### config.mk
export PLATFORM = sky130hd
export DESIGN_NAME = radial_brush_alpha_mask_core
export DESIGN_NICKNAME = d
export VERILOG_FILES = /design/src/rtl/rbam_pkg.sv /design/src/rtl/rbam_front.sv /design/src/rtl/rbam_queue.sv /design/src/rtl/rbam_back.sv /design/src/rtl/radial_brush_alpha_mask_core.sv
export SDC_FILE = /design/constraint.sdc
export NUM_CORES = 2
export LEC_CHECK = 0
export BUFFER_PORTS_ARGS = -buffer_cell sky130_fd_sc_hd__buf_2
export CORE_MARGIN = 3
export CORE_UTILIZATION = 45
export CTS_CLUSTER_DIAMETER = 80
export DETAILED_ROUTE_END_ITERATION = 7
export SETUP_SLACK_MARGIN = 0.5
export SKIP_LAST_GASP = 1
export SLEW_MARGIN = 20
export SYNTH_ARGS = -nofsm -noshare
export SYNTH_HDL_FRONTEND = slang
export SYNTH_SLANG_ARGS = --single-unit
### constraint.sdc
create_clock -name clk_i -period 10.8 [get_ports clk_i]
set_input_delay 1.08 -clock clk_i [delete_from_list [all_inputs] [get_ports clk_i]]
set_output_delay 1.08 -clock clk_i [all_outputs]
set_load 0.01 [all_outputs]
### src/rtl/rbam_pkg.sv
// ----------------------------------------------------------------------------
// Radial brush alpha mask package
// Shared widths, constants, register indexes and the queue entry type.
// ----------------------------------------------------------------------------
package rbam_pkg;

  localparam int unsigned CoordW    = 9;
  localparam int unsigned RegW      = 9;
  localparam int unsigned AlphaW    = 8;
  localparam int unsigned CfgIdxW   = 2;
  localparam int unsigned DeltaW    = 10;
  localparam int unsigned SqW       = 17;
  localparam int unsigned D2W       = 18;
  localparam int unsigned FracW     = 16;
  localparam int unsigned RadW      = D2W + FracW;
  localparam int unsigned RootW     = RadW / 2;
  localparam int unsigned RemW      = RootW + 4;
  localparam int unsigned LenW      = 17;
  localparam int unsigned NumW      = LenW + AlphaW;
  localparam int unsigned QueueDepth = 2;

  localparam logic [RegW-1:0]   MaxRadius = RegW'(256);
  localparam logic [RegW-1:0]   HardOne   = RegW'(256);
  localparam logic [AlphaW-1:0] AlphaFull = '1;

  typedef enum logic [CfgIdxW-1:0] {
    CfgBrushRadius  = 2'd0,
    CfgCanvasRadius = 2'd1,
    CfgHardness     = 2'd2,
    CfgUnused       = 2'd3
  } cfg_idx_e;

  typedef struct packed {
    logic                     kill;
    logic signed [DeltaW-1:0] dx;
    logic signed [DeltaW-1:0] dy;
    logic [RegW-1:0]          rad;
    logic [RegW-1:0]          hard;
  } item_t;

  typedef struct packed {
    logic  push;
    item_t item;
  } push_t;

endpackage

### src/rtl/rbam_front.sv
// ----------------------------------------------------------------------------
// Radial brush alpha mask front end
// Holds the configuration, accepts pixels and classifies them against the
// canvas and the brush square.
// ----------------------------------------------------------------------------
module rbam_front (
  input  logic                              clk_i,
  input  logic                              rst_ni,
  input  logic                              cfg_valid_i,
  input  logic [rbam_pkg::CfgIdxW-1:0]      cfg_index_i,
  input  logic [rbam_pkg::RegW-1:0]         cfg_data_i,
  input  logic                              start_i,
  input  logic                              full_i,
  input  logic [rbam_pkg::CoordW-1:0]       pixel_x_i,
  input  logic [rbam_pkg::CoordW-1:0]       pixel_y_i,
  output rbam_pkg::push_t                   push_o
);

  logic [rbam_pkg::RegW-1:0] brush_q, canvas_q, hard_q;
  logic [rbam_pkg::RegW-1:0] rad, can, hard;
  logic signed [rbam_pkg::RegW+1:0] lx, ly, dx, dy;
  logic [rbam_pkg::RegW+1:0] can2, rad2;
  logic kill;

  always_ff @(posedge clk_i or negedge rst_ni) begin
    if (!rst_ni) begin
      brush_q  <= '0;
      canvas_q <= '0;
      hard_q   <= '0;
    end else if (cfg_valid_i) begin
      case (rbam_pkg::cfg_idx_e'(cfg_index_i))
        rbam_pkg::CfgBrushRadius:  brush_q  <= cfg_data_i;
        rbam_pkg::CfgCanvasRadius: canvas_q <= cfg_data_i;
        rbam_pkg::CfgHardness:     hard_q   <= cfg_data_i;
        default: ;
      endcase
    end
  end

  always_comb begin
    rad  = (brush_q > rbam_pkg::MaxRadius) ? rbam_pkg::MaxRadius : brush_q;
    can  = (canvas_q > rbam_pkg::MaxRadius) ? rbam_pkg::MaxRadius : canvas_q;
    hard = (hard_q > rbam_pkg::HardOne) ? rbam_pkg::HardOne : hard_q;
    can2 = {1'b0, can, 1'b0};
    rad2 = {1'b0, rad, 1'b0};
    lx = $signed({2'b00, pixel_x_i}) + $signed({2'b00, rad}) - $signed({2'b00, can});
    ly = $signed({2'b00, pixel_y_i}) + $signed({2'b00, rad}) - $signed({2'b00, can});
    dx = $signed({2'b00, pixel_x_i}) - $signed({2'b00, can});
    dy = $signed({2'b00, pixel_y_i}) - $signed({2'b00, can});
    kill = (rad == '0) || (can == '0)
        || ({2'b00, pixel_x_i} >= can2) || ({2'b00, pixel_y_i} >= can2)
        || lx[rbam_pkg::RegW+1] || ly[rbam_pkg::RegW+1]
        || (lx >= $signed(rad2)) || (ly >= $signed(rad2));
    push_o.push      = start_i && !full_i;
    push_o.item.kill = kill;
    push_o.item.dx   = dx[rbam_pkg::DeltaW-1:0];
    push_o.item.dy   = dy[rbam_pkg::DeltaW-1:0];
    push_o.item.rad  = rad;
    push_o.item.hard = hard;
  end

endmodule

### src/rtl/rbam_queue.sv
// ----------------------------------------------------------------------------
// Radial brush alpha mask queue
// Short FIFO between the front end and the arithmetic back end.
// ----------------------------------------------------------------------------
module rbam_queue (
  input  logic            clk_i,
  input  logic            rst_ni,
  input  rbam_pkg::push_t push_i,
  input  logic            pop_i,
  output logic            full_o,
  output logic            empty_o,
  output rbam_pkg::item_t item_o
);

  rbam_pkg::item_t mem_q [rbam_pkg::QueueDepth];
  logic wr_ptr_q, rd_ptr_q;
  logic [1:0] cnt_q, cnt_d;
  logic do_pop;

  assign full_o  = (cnt_q == 2'(rbam_pkg::QueueDepth));
  assign empty_o = (cnt_q == '0);
  assign do_pop  = pop_i && !empty_o;
  assign item_o  = mem_q[rd_ptr_q];

  always_comb begin
    cnt_d = cnt_q + 2'(push_i.push) - 2'(do_pop);
  end

  always_ff @(posedge clk_i) begin
    if (push_i.push) begin
      mem_q[wr_ptr_q] <= push_i.item;
    end
  end

  always_ff @(posedge clk_i or negedge rst_ni) begin
    if (!rst_ni) begin
      wr_ptr_q <= 1'b0;
      rd_ptr_q <= 1'b0;
      cnt_q    <= '0;
    end else begin
      if (push_i.push) begin
        wr_ptr_q <= ~wr_ptr_q;
      end
      if (do_pop) begin
        rd_ptr_q <= ~rd_ptr_q;
      end
      cnt_q <= cnt_d;
    end
  end

endmodule

### src/rtl/rbam_back.sv
// ----------------------------------------------------------------------------
// Radial brush alpha mask back end
// Squares, bit-serial pipelined square root, falloff and pipelined divide.
// ----------------------------------------------------------------------------
module rbam_back (
  input  logic                          clk_i,
  input  logic                          rst_ni,
  input  logic                          valid_i,
  input  rbam_pkg::item_t               item_i,
  output logic                          alpha_valid_o,
  output logic [rbam_pkg::AlphaW-1:0]   alpha_o
);

  localparam int unsigned RootW = rbam_pkg::RootW;
  localparam int unsigned RemW  = rbam_pkg::RemW;
  localparam int unsigned RadW  = rbam_pkg::RadW;
  localparam int unsigned LenW  = rbam_pkg::LenW;
  localparam int unsigned NumW  = rbam_pkg::NumW;
  localparam int unsigned AW    = rbam_pkg::AlphaW;

  // squares
  logic                       s0_vld_q, s0_kill_q;
  logic [rbam_pkg::SqW-1:0]   s0_sqx_q, s0_sqy_q;
  logic [LenW-1:0]            s0_core_q, s0_rim_q;
  logic signed [2*rbam_pkg::DeltaW-1:0] sqx, sqy;

  assign sqx = item_i.dx * item_i.dx;
  assign sqy = item_i.dy * item_i.dy;

  always_ff @(posedge clk_i) begin
    s0_kill_q <= item_i.kill;
    s0_sqx_q  <= sqx[rbam_pkg::SqW-1:0];
    s0_sqy_q  <= sqy[rbam_pkg::SqW-1:0];
    s0_core_q <= LenW'(item_i.rad * item_i.hard);
    s0_rim_q  <= {item_i.rad[LenW-9:0], 8'b0};
  end

  // square root pipeline, one root bit per stage
  logic            sk_q   [RootW+1];
  logic [LenW-1:0] sc_q   [RootW+1];
  logic [LenW-1:0] sr_q   [RootW+1];
  logic [RadW-1:0] sv2_q  [RootW+1];
  logic [RootW-1:0] rt_q  [RootW+1];
  logic [RemW-1:0] rm_q   [RootW+1];

  always_ff @(posedge clk_i) begin
    sk_q[0]  <= s0_kill_q;
    sc_q[0]  <= s0_core_q;
    sr_q[0]  <= s0_rim_q;
    sv2_q[0] <= {(rbam_pkg::D2W)'(s0_sqx_q) + (rbam_pkg::D2W)'(s0_sqy_q),
                 (rbam_pkg::FracW)'(0)};
    rt_q[0]  <= '0;
    rm_q[0]  <= '0;
  end

  for (genvar k = 0; k < RootW; k++) begin : g_sqrt
    logic [RemW-1:0] rem2, trial;
    logic            ge;
    assign rem2  = {rm_q[k][RemW-3:0], sv2_q[k][RadW-1:RadW-2]};
    assign trial = {2'b00, rt_q[k], 2'b01};
    assign ge    = (rem2 >= trial);
    always_ff @(posedge clk_i) begin
      sk_q[k+1]  <= sk_q[k];
      sc_q[k+1]  <= sc_q[k];
      sr_q[k+1]  <= sr_q[k];
      sv2_q[k+1] <= {sv2_q[k][RadW-3:0], 2'b00};
      rt_q[k+1]  <= {rt_q[k][RootW-2:0], ge};
      rm_q[k+1]  <= ge ? (rem2 - trial) : rem2;
    end
  end

  // falloff numerator and denominator, then restoring divide
  logic [RootW-1:0] root;
  logic [LenW-1:0]  diff;
  logic            dz_q  [AW+1];
  logic            df_q  [AW+1];
  logic [NumW-1:0] dn_q  [AW+1];
  logic [LenW-1:0] dd_q  [AW+1];
  logic [AW-1:0]   dq_q  [AW+1];

  assign root = rt_q[RootW];
  assign diff = sr_q[RootW] - root[LenW-1:0];

  always_ff @(posedge clk_i) begin
    dz_q[0] <= sk_q[RootW] || (RootW'(sr_q[RootW]) < root);
    df_q[0] <= (root <= RootW'(sc_q[RootW]));
    dn_q[0] <= {diff, 8'b0} - NumW'(diff);
    dd_q[0] <= sr_q[RootW] - sc_q[RootW];
    dq_q[0] <= '0;
  end

  for (genvar j = 0; j < AW; j++) begin : g_div
    logic [NumW-1:0] dsh;
    logic            ge;
    assign dsh = NumW'(dd_q[j]) << (AW-1-j);
    assign ge  = (dn_q[j] >= dsh);
    always_ff @(posedge clk_i) begin
      dz_q[j+1] <= dz_q[j];
      df_q[j+1] <= df_q[j];
      dn_q[j+1] <= ge ? (dn_q[j] - dsh) : dn_q[j];
      dd_q[j+1] <= dd_q[j];
      dq_q[j+1] <= {dq_q[j][AW-2:0], ge};
    end
  end

  logic [AW+RootW+2:0] vld_q;

  always_ff @(posedge clk_i or negedge rst_ni) begin
    if (!rst_ni) begin
      s0_vld_q <= 1'b0;
      vld_q    <= '0;
    end else begin
      s0_vld_q <= valid_i;
      vld_q    <= {vld_q[AW+RootW+1:0], s0_vld_q};
    end
  end

  always_ff @(posedge clk_i) begin
    alpha_o <= dz_q[AW] ? '0 : (df_q[AW] ? rbam_pkg::AlphaFull : dq_q[AW]);
  end

  assign alpha_valid_o = vld_q[AW+RootW+2];

endmodule

### src/rtl/radial_brush_alpha_mask_core.sv
// ----------------------------------------------------------------------------
// Radial brush alpha mask core
// Returns the opacity of a round brush for one canvas pixel per transaction.
// ----------------------------------------------------------------------------
// Channels: a pixel (pixel_x_i, pixel_y_i) is taken at each clock edge with
// start_i high and busy_o low. Each result shows on alpha_o for one cycle with
// alpha_valid_o high, in the order the pixels were taken; the receiver cannot
// stall, so the back end never holds and busy_o stays low in normal use.
// Configuration: cfg_index_i selects brush radius (0), canvas radius (1) or
// hardness (2); a write lands when cfg_valid_i and cfg_ready_o are high.
// Write configuration only while no transaction is in flight.
// Throughput: one pixel per cycle while busy_o is low. Path: each pixel goes
// through the two-entry queue, then the 17-stage square root and the
// 8-stage divider.
// Reset: configuration registers clear to zero, the queue empties and all
// in-flight transactions are dropped.
// ----------------------------------------------------------------------------
module radial_brush_alpha_mask_core (
  input  logic                            clk_i,
  input  logic                            rst_ni,
  input  logic                            cfg_valid_i,
  output logic                            cfg_ready_o,
  input  logic [rbam_pkg::CfgIdxW-1:0]    cfg_index_i,
  input  logic [rbam_pkg::RegW-1:0]       cfg_data_i,
  input  logic                            start_i,
  output logic                            busy_o,
  input  logic [rbam_pkg::CoordW-1:0]     pixel_x_i,
  input  logic [rbam_pkg::CoordW-1:0]     pixel_y_i,
  output logic                            alpha_valid_o,
  output logic [rbam_pkg::AlphaW-1:0]     alpha_o
);

  rbam_pkg::push_t push;
  rbam_pkg::item_t head;
  logic full, empty;

  assign cfg_ready_o = 1'b1;
  assign busy_o      = full;

  rbam_front u_front (
    .clk_i       (clk_i),
    .rst_ni      (rst_ni),
    .cfg_valid_i (cfg_valid_i),
    .cfg_index_i (cfg_index_i),
    .cfg_data_i  (cfg_data_i),
    .start_i     (start_i),
    .full_i      (full),
    .pixel_x_i   (pixel_x_i),
    .pixel_y_i   (pixel_y_i),
    .push_o      (push)
  );

  rbam_queue u_queue (
    .clk_i   (clk_i),
    .rst_ni  (rst_ni),
    .push_i  (push),
    .pop_i   (1'b1),
    .full_o  (full),
    .empty_o (empty),
    .item_o  (head)
  );

  rbam_back u_back (
    .clk_i         (clk_i),
    .rst_ni        (rst_ni),
    .valid_i       (!empty),
    .item_i        (head),
    .alpha_valid_o (alpha_valid_o),
    .alpha_o       (alpha_o)
  );

endmodule
Word-level counts from Yosys, hierarchy flattened
Memories as Yosys holds them, arrays and structs flattened.
Index checks and enable logic that the tools add are counted.

operators by class
  $mul = 3
  bitwise logic cells = 2
  eq/ne operators = 3
  muxes and demuxes = 31
  $add $sub $neg = 37
  magnitude comparators = 34
  reduce and logical (&&, ||, !) cells = 18

operators by type and width
  cell                                              count
  21-bit by 19-bit >= comparator with 1-bit output  17
  21-bit two-way mux                                17
  21-bit by 19-bit subtractor with 21-bit output    17
  25-bit two-way mux                                8
  25-bit by 17-bit subtractor with 25-bit output    2
  10-bit by 10-bit multiplier with 17-bit output    2
  17-bit subtractor                                 2
  9-bit > comparator (second input constant)        3
  9-bit two-way mux                                 3
  25-bit by 17-bit >= comparator with 1-bit output  1
  25-bit by 18-bit >= comparator with 1-bit output  1
  25-bit by 19-bit >= comparator with 1-bit output  1
  25-bit by 20-bit >= comparator with 1-bit output  1
  25-bit by 21-bit >= comparator with 1-bit output  1
  25-bit by 22-bit >= comparator with 1-bit output  1
  25-bit by 23-bit >= comparator with 1-bit output  1
  25-bit by 24-bit >= comparator with 1-bit output  1
  25-bit by 18-bit subtractor with 25-bit output    1
  25-bit by 19-bit subtractor with 25-bit output    1
  25-bit by 20-bit subtractor with 25-bit output    1
  25-bit by 21-bit subtractor with 25-bit output    1
  25-bit by 22-bit subtractor with 25-bit output    1
  25-bit by 23-bit subtractor with 25-bit output    1
  25-bit by 24-bit subtractor with 25-bit output    1
  22 further kinds                                  42

storage, ports and cells
  bits in registers = 129
  input bits = 33
  RAM bits = 2,436
  word-level logic and storage cells = 154
  memories kept = 12
  output and inout bits = 11

memory list
  memory        depth  bits a word  read ports  clocked after Yosys merged registers in  write ports  line             text
  u_back.sv2_q  18     32           17          0                                        18           rbam_back.sv:42  logic [RadW-1:0] sv2_q [RootW+1];
  u_back.rm_q   18     21           17          0                                        18           rbam_back.sv:44  logic [RemW-1:0] rm_q [RootW+1];
  u_back.rt_q   18     17           18          0                                        18           rbam_back.sv:43  logic [RootW-1:0] rt_q [RootW+1];
  u_back.sc_q   18     17           18          0                                        18           rbam_back.sv:40  logic [LenW-1:0] sc_q [RootW+1];
  u_back.sr_q   18     17           18          0                                        18           rbam_back.sv:41  logic [LenW-1:0] sr_q [RootW+1];
  u_back.dn_q   9      25           8           0                                        9            rbam_back.sv:77  logic [NumW-1:0] dn_q [AW+1];
  +6 memories   n/a    n/a          n/a         n/a                                      n/a          n/a

Depth between registers and ports, before layout
  word-level depth = 10
  mapped depth = 24
  depth with buffers taken out = 23

Modules after synthesis
Synthesis repeated with hierarchy kept, for this count alone.

second synthesis, totals
  cells, all modules = 6,235
  area, all modules = 66,430.0 um^2

by module, submodules not included
  module                        instances  sequential area each (um^2)  area an instance (um^2)  cells each
  rbam_back                     1          29,973.7                     59,559.6                 5,664
  rbam_front                    1          675.6                        3,831.2                  430
  rbam_queue                    1          2,442.3                      3,024.2                  138
  radial_brush_alpha_mask_core  1          0.0                          15.0                     3

Worst setup path before layout
Ideal clock, no wire load.

  path type = register to register
  start point = register u_queue.rd_ptr_q
  end point = register u_back.s0_sqy_q[16] (netlist bit)
  period minus slack after synthesis = 6.432 ns
  setup slack = 4.368 ns
  required time = 10.679 ns
  arrival = 6.312 ns
  stages on the path, launching flop included = 24
  buffers on the path = 3
  setup time = 0.121 ns
  path through = dfrtp_1 buf_1 clkbuf_1 buf_1 mux2i_1 nor2_1 fa_1 inv_1 fa_1 inv_1 ha_1 inv_1 fa_1 inv_1 fa_1 ha_1 or3_1 o21ai_0 a21oi_1 a211o_1 a21o_1 a21oi_1 o21ai_0 xnor2_1

on the way
  cells in the longest elaborated chain, start to end = 2

ends and longest elaborated chain
  item                                            line              text
  start: declaration                              rbam_queue.sv:16  logic wr_ptr_q, rd_ptr_q;
  start signal: assignment                        rbam_queue.sv:45  rd_ptr_q <= ~rd_ptr_q;
  memory 2 x 39 bit                               n/a
  10-bit by 10-bit multiplier with 17-bit output  rbam_back.sv:28   assign sqy = item_i.dy * item_i.dy;
  net u_back.sqy, one bit                         rbam_back.sv:25   logic signed [2*rbam_pkg::DeltaW-1:0] sqx, sqy;
  end signal: assignment                          rbam_back.sv:33   s0_sqy_q <= sqy[rbam_pkg::SqW-1:0];
  end: declaration                                rbam_back.sv:23   logic [rbam_pkg::SqW-1:0] s0_sqx_q, s0_sqy_q;

The timed path passes the listed nets, and every way through them passes these cells.
A chain may end at the register's enable or synchronous reset.

Final worst setup path
Same ends and word-level chain as after synthesis.

==> results.md <==
- Status: finished, final reports clean
- Max-slew violations: 0
- Cells after Synth: 6,187
- Met2 WL: 59.5 mm
- Worst setup path start: u_queue.rd_ptr_q
- Syn nets: between 6,000 and 7,000
- Final #Nets: between 7,000 and 8,000
- CTS resizes: 0
- DR iter-0 viols: 1,796
- Final Wtd Congestion: 0.866
- Total number of vias: 41,200
- RSZ-0062 raised after global routing: no
- Clk pin slew, worst setup/hold paths: 0.06 ns
- XOR/XNOR Fraction of Synth Area: under 10%
- Ys async rst share: roughly 3.8%
- Area fraction of the dominant cell type after synthesis: 44.2%
- Hold Crit Start: u_back.sv2_q[4][23]
- DR vias/cell: 4.92
- Hold path cells: 0
- Setup TNS Final: 0 ns
- CTS Hold Bufs: 0
- Vias in the first global route: around 42,000
- Gr ovfl total: 0
- DRC Markers: 0
- Cell Area, Synth: 66,200 µm²
- I/O pin count: 44
- Main combinational cell family by area after synthesis: adder cells
- Syn avg cell area: 10.7 µm²
- Compound-Gate Fraction of Synth Area: 9.69%
- Most frequent cells after synthesis: dfxtp_1 (1,461), inv_1 (714), ha_1 (559), nand2_1 (394), nor2_1 (385)
- Hpwl dp: ~92 mm
- Least-Margin Pin Slew: between 1 and 1.5 ns
- Core area: 146,000 µm²
- CP Data Required Time: 11.44 ns
- Share of post-route cells with drive strength above 1: 8.04%
- Layout Utilization: about half
- Worst-skew pair later-pin latency: about 0.8 ns
- Synth area leader: dfxtp_1
- Most numerous cell in the Yosys netlist: dfxtp_1
- Synth cell types: 102
- Sequential-to-total area share from yosys stat: 50.0%
- Multi-input gate area: 30,100 µm²
- Initial cell density of the core: around 45%
- Overall routing resource usage: around 16%
- Die Width: 389 µm
- Hold path endpoint: u_back.sv2_q[5][25]
- Minimum clock period: 6.82 ns
- Slew HR: 33.1%
- Final WL: around 120 mm
- Seq. cell area: 33,100 µm²
- Largest cells by area after synthesis: dfxtp_1 (44%), ha_1 (11%), fa_1 (6.1%)
- Ys Warns: 0
- Initial antenna violation count: 2
- Met3 WL: 4.01 mm
- Final setup fails: 0
- R2r startpoint: u_queue.rd_ptr_q
- Fin crit share: 63.2%
- Crit start category: flip-flop
- Post-Synth Adder-Cell Area: 16.7%
- Root Driver: clkbuf_16
- First-pass GRT wire length: between 200 and 250 mm
- Postcts setup bufs: 0
- Simple-gate share of the synthesized area: 10.4%
- CTS Buffer Depth: 3
- Clock Skew: 0.0571 ns
- Htree depth: 4
- Die Area: 152,000 µm²
- Reg-to-Reg End: u_back.s0_sqy_q[16]
- Top_reg_cell synth: dfxtp_1
- Number of synthesized flops with an enable pin: 78
- Area delta synth->final: 12.3%
- Top Layer Used: met4
- Num rows: between 100 and 150
- DIE HEIGHT: 389 µm
- Max Cap Viol: 0
- WS Path Type: reg2reg
- Largest net degree at the start of global routing: 61
- DRT Pass-1 Iters: 5
- Reg-to-reg slack, setup: 3.98 ns
- CTS buffer count: 160
- Final-layout fill cell count: 13,000
- R2R depth: 21
- Wirelength per Cell: 14.4 µm
- Met1 Wirelength: roughly 54 mm
- Fmax: ~150 MHz
- CTS tree: done
- Flops & latches, synth: 1,599
- Hold Path Class: reg2reg
- Critical Path AT: 7.47 ns
- Final Hold Fails: 0
- Worst-path fanout max: 26
- Clk sink count: 1,599
- Ant diodes: 0
- Multiplexer share of the synthesized area: 2.78%
- Final ANT Viol Nets: 0
- CP Capture Type: flip-flop
- PortBufs: 42
## worst max-delay path by stage
stage                          endpoint  slack (ns)  depth (start not counted)
finish              u_back.s0_sqy_q[16]        3.98                         21
global route        u_back.s0_sqx_q[16]        3.54                         21
CTS                 u_back.s0_sqy_q[16]        3.97                         21
detailed placement  u_back.s0_sqy_q[16]        4.02                         21
global placement    u_back.s0_sqy_q[16]        4.10                         21
floorplan           u_back.s0_sqy_q[16]        4.37                         23
## per-stage QoR
step	setup slack [ns]	hold WS, ns	cells	cell area, µm²
floorplan	4.37	0.310	6187	66200
global placement	4.10	0.310	8092	68600
detailed placement	4.02	0.312	8092	68600
CTS	3.97	0.316	8380	74300
global route	3.54	0.322	8381	74300
finish	3.98	0.313	8381	74300
## critical path: stages, from the launching register on
cell,delay [ns]
dfrtp_2,0.78
buf_4,0.47
mux2i_1,0.80
nor2_1,0.12
fa_1,0.54
inv_1,0.06
fa_1,0.50
inv_1,0.04
ha_1,0.28
inv_1,0.06
fa_1,0.53
inv_1,0.05
fa_1,0.47
ha_1,0.35
or3_1,0.38
o21ai_0,0.09
a21oi_1,0.09
a211o_1,0.31
a21o_1,0.19
a21oi_1,0.22
o21ai_0,0.15
xnor2_1,0.14
## sequential cells by signal, indices dropped and copies added (netlist names), 2 cells and up
| name | flops |
|---|---|
| u_back.alpha_o | 8 |
| u_back.dd_q | 136 |
| u_back.df_q | 9 |
| u_back.dn_q | 200 |
| u_back.dq_q | 36 |
| u_back.dz_q | 9 |
| u_back.rm_q | 275 |
| u_back.rt_q | 153 |
| u_back.s0_core_q | 17 |
| u_back.s0_rim_q | 9 |
| u_back.s0_sqx_q | 16 |
| u_back.s0_sqy_q | 16 |
| u_back.sc_q | 306 |
| u_back.sk_q | 18 |
| u_back.sr_q | 162 |
| u_back.sv2_q | 90 |
| u_back.vld_q | 28 |
| u_front.brush_q | 9 |
| u_front.canvas_q | 9 |
| u_front.hard_q | 9 |
| u_queue.cnt_q | 2 |
| u_queue.mem_q | 78 |
## routing by layer
| metal | up-vias | track usage [%] |
|---|---|---|
| met5 | - | 0 |
| met4 | 0 | 5.21 |
| met3 | 212 | 2.59 |
| met2 | 541 | 28.9 |
| met1 | 19400 | 19.6 |
| li1 | 21100 | - |
## kinds of logic after synthesis
logic type / Yosys count
muxes: 166
xor gates and xnor gates: 448
buffers and inverters: 790
AOI/OAI and AO/OA: 1005
DFF: 1599
and+or+nand+nor: 1417
adders and majority gates: 760
other: 2
## placed cells by master (no fill, tap or decap), types with 29 or more instances in the layout
cell type / n
dfxtp_1: 1461
inv_1: 714
ha_1: 559
nand2_1: 394
nor2_1: 384
xnor2_1: 275
a21oi_1: 269
o21ai_0: 265
fa_1: 201
xor2_1: 173
clkbuf_16: 160
nor3_1: 132
mux2_2: 115
a21o_1: 110
edfxtp_1: 78
nand3_1: 71
nand2b_1: 69
nor2b_1: 67
o21a_1: 67
dfrtp_1: 59
nor4_1: 56
mux2i_1: 42
buf_2: 42
or3_1: 38
and3_1: 31
o21bai_1: 30
clkbuf_8: 30
a31oi_1: 29
a211oi_1: 29
## cell type report
cell class                      count  area share, %
Inverter                          719           3.63
Clock buffer                      213           6.06
Multi-Input combinational cell   3798           40.5
Timing Repair Buffer               60          0.470
Sequential cell                  1599           44.5
Clock inverter                     75           1.52
Tap cell                         1917           3.23
Power is not shown: default switching activity piles up to over one toggle a cycle in this logic, so the estimate is an artifact.
